### src/sv/pig_pkg.sv
`default_nettype none
// ----------------------------------------------------------------------------
// pig_pkg
// Shared types, sizes and helpers for the prime implicant generator.
// ----------------------------------------------------------------------------
package pig_pkg;

    localparam int MAX_VARS    = 8;
    localparam int TABLE_DEPTH = 64;
    localparam int IDX_W       = $clog2(TABLE_DEPTH);
    localparam int CNT_W       = $clog2(TABLE_DEPTH + 1);
    localparam int CUBE_W      = 8;
    localparam int VC_W        = 4;
    localparam int POP_W       = $clog2(CUBE_W + 1);
    localparam logic [VC_W-1:0] VAR_COUNT_RST = VC_W'(4);

    typedef struct packed {
        logic [CUBE_W-1:0] msk;
        logic [CUBE_W-1:0] val;
    } cube_t;

    typedef struct packed {
        logic              we;
        logic [IDX_W-1:0]  waddr;
        cube_t             wdata;
        logic [IDX_W-1:0]  raddr;
    } ram_req_t;

    typedef struct packed {
        cube_t cube;
        logic  last;
        logic  ovf;
    } prime_t;

    function automatic logic [POP_W-1:0] popcount(input logic [CUBE_W-1:0] x);
        logic [POP_W-1:0] n;
        n = '0;
        for (int b = 0; b < CUBE_W; b++) begin
            n = n + POP_W'(x[b]);
        end
        return n;
    endfunction

    // Live bits: min(var_count, MAX_VARS, cube width) low bits set
    function automatic logic [CUBE_W-1:0] live_mask(input logic [VC_W-1:0] vc);
        logic [CUBE_W-1:0] m;
        m = '0;
        for (int b = 0; b < CUBE_W; b++) begin
            if ((b < MAX_VARS) && (VC_W'(b) < vc)) begin
                m[b] = 1'b1;
            end
        end
        return m;
    endfunction

endpackage
`default_nettype wire

### src/sv/pig_cube_ram.sv
`default_nettype none
// ----------------------------------------------------------------------------
// pig_cube_ram
// Cube table: one write port, one registered read port.
// ----------------------------------------------------------------------------
module pig_cube_ram (
    input  wire logic              aclk,
    input  wire pig_pkg::ram_req_t req,
    output pig_pkg::cube_t         rdata
);

    pig_pkg::cube_t mem [pig_pkg::TABLE_DEPTH];

    always_ff @(posedge aclk) begin
        if (req.we) begin
            mem[req.waddr] <= req.wdata;
        end
        rdata <= mem[req.raddr];
    end

endmodule
`default_nettype wire

### src/sv/pig_core.sv
`default_nettype none
// ----------------------------------------------------------------------------
// pig_core
// Sequencer: duplicate scan on load, pairwise merge per dash group,
// containment check and prime hand-off, all through one table read port.
// ----------------------------------------------------------------------------
module pig_core (
    input  wire logic                        aclk,
    input  wire logic                        aresetn,
    input  wire logic                        cfg_wr_en,
    input  wire logic [pig_pkg::VC_W-1:0]    cfg_wr_data,
    input  wire logic                        in_valid,
    output logic                             in_ready,
    input  wire logic [pig_pkg::CUBE_W-1:0]  in_bits,
    input  wire logic [pig_pkg::CUBE_W-1:0]  in_mask,
    input  wire logic                        in_last,
    output pig_pkg::prime_t                  res,
    output logic                             res_valid,
    input  wire logic                        res_ready,
    output pig_pkg::ram_req_t                ram_req,
    input  wire pig_pkg::cube_t              ram_rdata
);

    localparam int ST_W = 5;
    localparam logic [ST_W-1:0] S_IDLE    = 5'd0;
    localparam logic [ST_W-1:0] S_DUP_RD  = 5'd1;
    localparam logic [ST_W-1:0] S_DUP_CMP = 5'd2;
    localparam logic [ST_W-1:0] S_DUP_END = 5'd3;
    localparam logic [ST_W-1:0] S_G_START = 5'd4;
    localparam logic [ST_W-1:0] S_I_RD    = 5'd5;
    localparam logic [ST_W-1:0] S_I_CHK   = 5'd6;
    localparam logic [ST_W-1:0] S_J_RD    = 5'd7;
    localparam logic [ST_W-1:0] S_J_CHK   = 5'd8;
    localparam logic [ST_W-1:0] S_E_RD    = 5'd9;
    localparam logic [ST_W-1:0] S_E_LAT   = 5'd10;
    localparam logic [ST_W-1:0] S_C_RD    = 5'd11;
    localparam logic [ST_W-1:0] S_C_CHK   = 5'd12;
    localparam logic [ST_W-1:0] S_E_FOUND = 5'd13;
    localparam logic [ST_W-1:0] S_E_END   = 5'd14;
    localparam logic [ST_W-1:0] S_CLR     = 5'd15;

    localparam int CNT_W = pig_pkg::CNT_W;
    localparam int IDX_W = pig_pkg::IDX_W;
    localparam logic [CNT_W-1:0] DEPTH = CNT_W'(pig_pkg::TABLE_DEPTH);
    localparam logic [CNT_W-1:0] ONE   = CNT_W'(1);
    localparam logic [2:0]       G_LAST = 3'd7;

    logic [ST_W-1:0] state_reg, state_next;
    logic [pig_pkg::VC_W-1:0] var_count_reg;
    logic [CNT_W-1:0] count_reg, count_next;
    logic [CNT_W-1:0] gcnt_reg, gcnt_next;
    logic [2:0]       g_reg, g_next;
    logic [CNT_W-1:0] i_reg, i_next, j_reg, j_next, k_reg, k_next;
    pig_pkg::cube_t   ei_reg, ei_next, cand_reg, cand_next, pend_reg, pend_next;
    logic             last_reg, last_next, ret_merge_reg, ret_merge_next;
    logic             ovf_reg, ovf_next, pend_v_reg, pend_v_next;
    logic [pig_pkg::TABLE_DEPTH-1:0] marks_reg, marks_next;

    logic [pig_pkg::CUBE_W-1:0] lm, diff;
    logic                       covered;

    assign lm   = pig_pkg::live_mask(var_count_reg);
    assign diff = ei_reg.val ^ ram_rdata.val;
    // Stored cube (read data) contains the held cube
    assign covered = ((ei_reg.msk & ~ram_rdata.msk) == '0) &&
                     (((ram_rdata.val ^ ei_reg.val) & ~ram_rdata.msk) == '0);

    always_comb begin
        state_next     = state_reg;
        count_next     = count_reg;
        gcnt_next      = gcnt_reg;
        g_next         = g_reg;
        i_next         = i_reg;
        j_next         = j_reg;
        k_next         = k_reg;
        ei_next        = ei_reg;
        cand_next      = cand_reg;
        pend_next      = pend_reg;
        last_next      = last_reg;
        ret_merge_next = ret_merge_reg;
        ovf_next       = ovf_reg;
        pend_v_next    = pend_v_reg;
        marks_next     = marks_reg;
        in_ready       = 1'b0;
        res_valid      = 1'b0;
        res.cube       = pend_reg;
        res.last       = 1'b0;
        res.ovf        = ovf_reg;
        ram_req.we     = 1'b0;
        ram_req.waddr  = count_reg[IDX_W-1:0];
        ram_req.wdata  = cand_reg;
        ram_req.raddr  = k_reg[IDX_W-1:0];

        case (state_reg)
            S_IDLE: begin
                in_ready = 1'b1;
                if (in_valid) begin
                    cand_next.msk  = in_mask & lm;
                    cand_next.val  = in_bits & lm & ~in_mask;
                    last_next      = in_last;
                    ret_merge_next = 1'b0;
                    k_next         = '0;
                    state_next     = S_DUP_RD;
                end
            end
            S_DUP_RD: begin
                if (k_reg == count_reg) begin
                    state_next = S_DUP_END;
                end else begin
                    state_next = S_DUP_CMP;
                end
            end
            S_DUP_CMP: begin
                if (ram_rdata == cand_reg) begin
                    // duplicate: drop and return
                    if (ret_merge_reg) begin
                        j_next     = j_reg + ONE;
                        state_next = S_J_RD;
                    end else begin
                        state_next = last_reg ? S_G_START : S_IDLE;
                        g_next     = '0;
                    end
                end else begin
                    k_next     = k_reg + ONE;
                    state_next = S_DUP_RD;
                end
            end
            S_DUP_END: begin
                if (count_reg >= DEPTH) begin
                    ovf_next = 1'b1;
                end else begin
                    ram_req.we = 1'b1;
                    marks_next[count_reg[IDX_W-1:0]] = 1'b0;
                    count_next = count_reg + ONE;
                end
                if (ret_merge_reg) begin
                    j_next     = j_reg + ONE;
                    state_next = S_J_RD;
                end else begin
                    state_next = last_reg ? S_G_START : S_IDLE;
                    g_next     = '0;
                end
            end
            S_G_START: begin
                gcnt_next  = count_reg;
                i_next     = '0;
                state_next = S_I_RD;
            end
            S_I_RD: begin
                ram_req.raddr = i_reg[IDX_W-1:0];
                if (i_reg == gcnt_reg) begin
                    if (g_reg == G_LAST) begin
                        i_next     = '0;
                        state_next = S_E_RD;
                    end else begin
                        g_next     = g_reg + 3'd1;
                        state_next = S_G_START;
                    end
                end else begin
                    state_next = S_I_CHK;
                end
            end
            S_I_CHK: begin
                ei_next = ram_rdata;
                if (pig_pkg::popcount(ram_rdata.msk) != pig_pkg::POP_W'(g_reg)) begin
                    i_next     = i_reg + ONE;
                    state_next = S_I_RD;
                end else begin
                    j_next     = i_reg + ONE;
                    state_next = S_J_RD;
                end
            end
            S_J_RD: begin
                ram_req.raddr = j_reg[IDX_W-1:0];
                if (j_reg >= gcnt_reg) begin
                    i_next     = i_reg + ONE;
                    state_next = S_I_RD;
                end else begin
                    state_next = S_J_CHK;
                end
            end
            S_J_CHK: begin
                if ((ram_rdata.msk == ei_reg.msk) &&
                    (pig_pkg::popcount(diff) == pig_pkg::POP_W'(1))) begin
                    marks_next[i_reg[IDX_W-1:0]] = 1'b1;
                    marks_next[j_reg[IDX_W-1:0]] = 1'b1;
                    cand_next.val  = ei_reg.val & ~diff;
                    cand_next.msk  = ei_reg.msk | diff;
                    ret_merge_next = 1'b1;
                    k_next         = '0;
                    state_next     = S_DUP_RD;
                end else begin
                    j_next     = j_reg + ONE;
                    state_next = S_J_RD;
                end
            end
            S_E_RD: begin
                ram_req.raddr = i_reg[IDX_W-1:0];
                if (i_reg == count_reg) begin
                    state_next = S_E_END;
                end else if (marks_reg[i_reg[IDX_W-1:0]]) begin
                    i_next = i_reg + ONE;
                end else begin
                    state_next = S_E_LAT;
                end
            end
            S_E_LAT: begin
                ei_next    = ram_rdata;
                j_next     = '0;
                state_next = S_C_RD;
            end
            S_C_RD: begin
                ram_req.raddr = j_reg[IDX_W-1:0];
                if (j_reg == count_reg) begin
                    state_next = S_E_FOUND;
                end else if ((j_reg == i_reg) || marks_reg[j_reg[IDX_W-1:0]]) begin
                    j_next = j_reg + ONE;
                end else begin
                    state_next = S_C_CHK;
                end
            end
            S_C_CHK: begin
                if (covered) begin
                    i_next     = i_reg + ONE;
                    state_next = S_E_RD;
                end else begin
                    j_next     = j_reg + ONE;
                    state_next = S_C_RD;
                end
            end
            S_E_FOUND: begin
                // hold one prime back so the final one can be flagged
                res_valid = pend_v_reg;
                if (!pend_v_reg || res_ready) begin
                    pend_next   = ei_reg;
                    pend_v_next = 1'b1;
                    i_next      = i_reg + ONE;
                    state_next  = S_E_RD;
                end
            end
            S_E_END: begin
                res_valid = pend_v_reg;
                res.last  = 1'b1;
                if (!pend_v_reg || res_ready) begin
                    state_next = S_CLR;
                end
            end
            S_CLR: begin
                count_next  = '0;
                marks_next  = '0;
                ovf_next    = 1'b0;
                pend_v_next = 1'b0;
                state_next  = S_IDLE;
            end
            default: begin
                state_next = S_IDLE;
            end
        endcase
    end

    always_ff @(posedge aclk) begin
        if (!aresetn) begin
            state_reg     <= S_IDLE;
            var_count_reg <= pig_pkg::VAR_COUNT_RST;
            count_reg     <= '0;
            marks_reg     <= '0;
            ovf_reg       <= 1'b0;
            pend_v_reg    <= 1'b0;
        end else begin
            state_reg  <= state_next;
            count_reg  <= count_next;
            marks_reg  <= marks_next;
            ovf_reg    <= ovf_next;
            pend_v_reg <= pend_v_next;
            if (cfg_wr_en) begin
                var_count_reg <= cfg_wr_data;
            end
        end
    end

    always_ff @(posedge aclk) begin
        gcnt_reg      <= gcnt_next;
        g_reg         <= g_next;
        i_reg         <= i_next;
        j_reg         <= j_next;
        k_reg         <= k_next;
        ei_reg        <= ei_next;
        cand_reg      <= cand_next;
        pend_reg      <= pend_next;
        last_reg      <= last_next;
        ret_merge_reg <= ret_merge_next;
    end

    a_count_bound: assert property (@(posedge aclk) disable iff (!aresetn)
        count_reg <= DEPTH)
        else $error("entry count beyond table depth");

    a_write_room: assert property (@(posedge aclk) disable iff (!aresetn)
        ram_req.we |-> (count_reg < DEPTH))
        else $error("table write with no room");

    a_res_phase: assert property (@(posedge aclk) disable iff (!aresetn)
        res_valid |-> (state_reg == S_E_FOUND || state_reg == S_E_END))
        else $error("result offered outside emit phase");

    a_clear: assert property (@(posedge aclk) disable iff (!aresetn)
        (state_reg == S_CLR) |=> (count_reg == '0 && marks_reg == '0 && !ovf_reg))
        else $error("table not cleared after run");

endmodule
`default_nettype wire

### src/sv/prime_implicant_generator.sv
`default_nettype none
// ----------------------------------------------------------------------------
// prime_implicant_generator
// Quine-McCluskey prime implicant generation over a 64-entry cube table.
// ----------------------------------------------------------------------------
// Input channel s_*: one cube per transfer (value bits, dash mask, last flag).
// Bits at or above var_count are cleared and value bits under dashes zeroed.
// Loading a cube scans the table once for a duplicate through the single
// table read port; s_ready stays low throughout. The cube carrying
// s_last_cube starts the merge phase, which reads pairs within each
// dash-count group, then a containment pass over all unmarked pairs.
// Result channel m_*: one prime per transfer, in table order, the last one
// with m_last_prime; m_table_overflow reports cubes lost to a full table.
// A result register decouples the receiver; a stalled receiver holds the
// sequencer. After the final prime the table is emptied and s_ready returns.
// cfg_wr_en/cfg_wr_data set var_count (reset 4); write only while idle.
// Reset (aresetn low, synchronous) empties the table and drops any result.
// ----------------------------------------------------------------------------
module prime_implicant_generator (
    input  wire logic                       aclk,
    input  wire logic                       aresetn,
    input  wire logic                       cfg_wr_en,
    input  wire logic [pig_pkg::VC_W-1:0]   cfg_wr_data,
    input  wire logic                       s_valid,
    output logic                            s_ready,
    input  wire logic [pig_pkg::CUBE_W-1:0] s_cube_bits,
    input  wire logic [pig_pkg::CUBE_W-1:0] s_dash_mask,
    input  wire logic                       s_last_cube,
    output logic                            m_valid,
    input  wire logic                       m_ready,
    output logic [pig_pkg::CUBE_W-1:0]      m_prime_bits,
    output logic [pig_pkg::CUBE_W-1:0]      m_prime_dash_mask,
    output logic                            m_last_prime,
    output logic                            m_table_overflow
);

    pig_pkg::ram_req_t ram_req;
    pig_pkg::cube_t    ram_rdata;
    pig_pkg::prime_t   res, out_reg;
    logic              res_valid, res_ready, m_valid_reg;

    pig_cube_ram u_ram (
        .aclk  (aclk),
        .req   (ram_req),
        .rdata (ram_rdata)
    );

    pig_core u_core (
        .aclk        (aclk),
        .aresetn     (aresetn),
        .cfg_wr_en   (cfg_wr_en),
        .cfg_wr_data (cfg_wr_data),
        .in_valid    (s_valid),
        .in_ready    (s_ready),
        .in_bits     (s_cube_bits),
        .in_mask     (s_dash_mask),
        .in_last     (s_last_cube),
        .res         (res),
        .res_valid   (res_valid),
        .res_ready   (res_ready),
        .ram_req     (ram_req),
        .ram_rdata   (ram_rdata)
    );

    // take a new result when empty or being drained this cycle
    assign res_ready = !m_valid_reg || m_ready;

    always_ff @(posedge aclk) begin
        if (!aresetn) begin
            m_valid_reg <= 1'b0;
        end else if (res_ready) begin
            m_valid_reg <= res_valid;
        end
    end

    always_ff @(posedge aclk) begin
        if (res_ready && res_valid) begin
            out_reg <= res;
        end
    end

    assign m_valid           = m_valid_reg;
    assign m_prime_bits      = out_reg.cube.val;
    assign m_prime_dash_mask = out_reg.cube.msk;
    assign m_last_prime      = out_reg.last;
    assign m_table_overflow  = out_reg.ovf;

endmodule
`default_nettype wire

### config.mk
export PLATFORM = sky130hd
export DESIGN_NAME = prime_implicant_generator
export DESIGN_NICKNAME = d
export VERILOG_FILES = /design/src/sv/pig_pkg.sv /design/src/sv/pig_cube_ram.sv /design/src/sv/pig_core.sv /design/src/sv/prime_implicant_generator.sv
export SDC_FILE = /design/constraint.sdc
export NUM_CORES = 2
export LEC_CHECK = 0
export BUFFER_PORTS_ARGS = -buffer_cell sky130_fd_sc_hd__buf_2
export CORE_MARGIN = 2
export CORE_UTILIZATION = 41
export CTS_CLUSTER_SIZE = 25
export DETAILED_ROUTE_END_ITERATION = 6
export GPL_TIMING_DRIVEN = 0
export SYNTH_ARGS = -nofsm -noshare
export SYNTH_HDL_FRONTEND = slang
export SYNTH_SLANG_ARGS = --single-unit
### constraint.sdc
create_clock -name aclk -period 6.7 [get_ports aclk]
set_input_delay 0.67 -clock aclk [delete_from_list [all_inputs] [get_ports aclk]]
set_output_delay 0.67 -clock aclk [all_outputs]
set_load 0.03 [all_outputs]
==> metrics <==
CTS tree yes; largest family of logic cells by synthesized area simple AND/OR/NAND/NOR gates; RePlAce Congestion 0.928; post-route setup TNS 0 ns; ANT nets after route 0; crit-path max FO 10; ranking of synthesized cells by area edfxtp_1, mux4_2, nand2_1; Compound-Gate Fraction of Synth Area 8.84%; RSZ-0062 raised after global routing no; Critical Path AT slightly below 7 ns; chip width around 360 microns; Lkg Pwr roughly 0.020 uW; fraction of the mapped netlist area in adder cells between 1 and 1.5%; # rows 130; Area growth, synth to finish 16.2%; fraction of registers with async set/reset 0%; fin cells roughly 5600; post-synth top area cell edfxtp_1; Total Routing Usage GR a little under a quarter; max frequency about 0.16 GHz; crit share post-route 91.6%; HP Class input port to register; largest net degree at the start of global routing 31; Initial Util about two fifths; share of cells above drive strength 1 between 10% and 20%; port bufs 44; Synth Register Bits around 1200; Final HPWL DP 107 mm; cells after synthesis between 3000 and 4000; placed cells ~5400; Max Root-Sink Buffers 3; core area between 100000 and 150000 sq um; routed via count about 33000; CTS Hold Buffers Added 0; mux contribution to synthesized area under 10%; post-CTS sizing 0; Max IR drop VDD ~210 uV; root buffer cell clkbuf_16; max-cap viol count 0; CTS buffer count 130; XOR/XNOR share of the synthesized area 1.32%; # fillers ~11000; Critical Path End Type register; Worst setup SP type register; I/O pins 46; grt ovf 0; number of synthesized flops with an enable pin 1123; max reg flops slightly above 1000; run status completed; actual slew at the worst max-slew pin roughly 1.5 ns; Final Hold Fails 0; routed vias/inst just under 6; Die Span Y around 360 microns; WL/cell ~27 microns; register area share after synthesis just under 70%; yosys warns 0; DRC viols 0; post-synthesis cell area ~52000 sq um; Final setup viols 0; clk slew on worst S/H paths roughly 0.06 ns; WS Path Type register to register; Top FF cell, synth edfxtp_1; CP Data Required Time about 7.4 ns; Post-Syn Nets around 3700; Syn Area/Cell 14.3 sq um; Setup Buffers After CTS 0; die area 129000 sq um; drt total wl around 150 mm; area of the multi-input gates roughly 15000 sq um; clock sinks 1221; number of nets in the layout 3958; post-synth top area share between 60 and 70%; Pins Over Slew Limit 0; H-tree levels 4; initial antenna violation count 6; DP Worst Slack just under 0.9 ns; DRT Pass-1 Iters 6; Power Dens Cells about 390 nW/um^2; sequential cell area approximately 36000 sq um; vias in the first global route 31933; initial drt markers about 4500; first-pass GRT wire length approximately 220 mm; clock latency on the worst-skew pair between 0.7 and 0.8 ns; Final Skew 0.0317 ns; Synth Area in Simple Gates roughly a tenth; Max-slew headroom 0.868%; Tmin final between 6 and 7 ns; PnR worst setup slack approximately 0.56 ns; count of cell types in the netlist 84
## metal layers
layer,wire length [microns],part of all wire (%),GRT usage (%),up-vias
met3,14100,9.2,4.07,301
met4,5750,3.7,9.32,4
li1,-,-,-,14456
met1,64200,42,33.5,16840
met5,23,0.015,0,-
met2,69500,45,35.8,1822
## cells in the mapped netlist, types with 14 or more instances
cell      instances
a21oi_1         207
a221oi_1         30
a22o_1           33
a31oi_1          75
a32oi_1          32
and3_1           32
buf_1            29
buf_2            67
buf_4            17
buf_6            21
clkbuf_1        100
dfxtp_1          98
edfxtp_1       1123
ha_1             35
inv_1            45
mux2_2           14
mux2i_1          48
mux4_2          140
nand2_1         542
nand3_1         174
nand4_1          29
nor2_1          215
nor3_1           15
o21a_1           67
o21ai_0          84
o22ai_1          74
or4_1            16
xnor2_1          48
xor2_1           25
## report_power, final
part,internal (uW),switching (uW)
combinational,2490,4640
sequential,9070,285
clock,3880,2960
total,15400,7880
## metrics by stage
stage	power (uW)	area, sq um	utilization, %	hold WS, ns
after detailed placement	16500	55900	44.6	0.405
after global placement	16000	53900	43.0	0.401
after floorplan	13300	51600	-	0.400
after global routing	24100	60000	47.9	0.0790
after CTS	23300	59900	47.8	0.0563
final	23300	60000	47.9	0.0926
## critical path, cell delays in order (launching register included)
cell and delay (ns):
edfxtp_1 0.40, ha_1 0.35, ha_1 0.30, inv_1 0.04, fa_1 0.49, fa_1 0.41, inv_1 0.08, fa_1 0.19
inv_1 0.06, fa_1 0.53, nand3_1 0.10, nor4_1 0.76, nor2_1 0.28, nor2_1 1.13, clkbuf_1 0.48, a21oi_1 0.13
o21a_1 0.21, nor2_1 0.10
## logic make-up after synthesis
kind of cell    after synthesis
buf+inv                     283
flops                      1221
xor+xnor                     75
compound gates              687
simple gates               1108
mux                         204
fa+ha+maj                    43
## final timing paths
path	from	to	slack [ns]	cells past startpoint
max reg2reg	u_core.ei_reg[1]	u_core.marks_reg[50]	0.56	17
min reg2reg	u_core.res[7]	m_prime_bits[5]	0.42	0
min	s_last_cube	u_core.last_reg	0.09	1
max	u_core.ei_reg[1]	u_core.marks_reg[50]	0.56	17
## layout make-up
type                    instances  share of cell area [%]
diodes                          1                 0.00417
multi-input cells            2117                    24.6
flip-flops and latches       1221                    59.5
inverters                      49                   0.307
clock inverters                58                   0.808
well taps                    1650                    3.44
repair buffers                136                    3.50
plain buffers                 234                    1.97
clock buffers                 166                    5.83
## cell usage in the layout, fill, tap and decap left out, drive strengths merged, types with 7 or more instances in the layout
master / Yosys / routed
and3: 32 / 32
o22ai: 74 / 74
mux4: 140 / 140
nor3b: 8 / 8
edfxtp: 1123 / 1123
o21a: 67 / 67
nand4: 29 / 29
or4: 16 / 16
or3: 8 / 8
a221o: 7 / 7
a31oi: 78 / 78
and2: 8 / 8
xor2: 26 / 26
nor2: 217 / 217
ha: 35 / 35
nor4: 12 / 12
clkbuf: 100 / 266
mux2: 15 / 15
mux2i: 49 / 49
clkinv: 0 / 40
nor2b: 13 / 13
o21ai: 88 / 88
nand3: 174 / 174
buf: 134 / 270
inv: 49 / 56
a22o: 33 / 33
xnor2: 49 / 49
nor3: 15 / 15
fa: 8 / 8
a221oi: 40 / 40
nand3b: 10 / 10
nand2: 542 / 542
a32oi: 32 / 32
dfxtp: 98 / 98
a21oi: 209 / 209
a22oi: 7 / 7
Note: power is estimated with default switching activity, not from simulation.
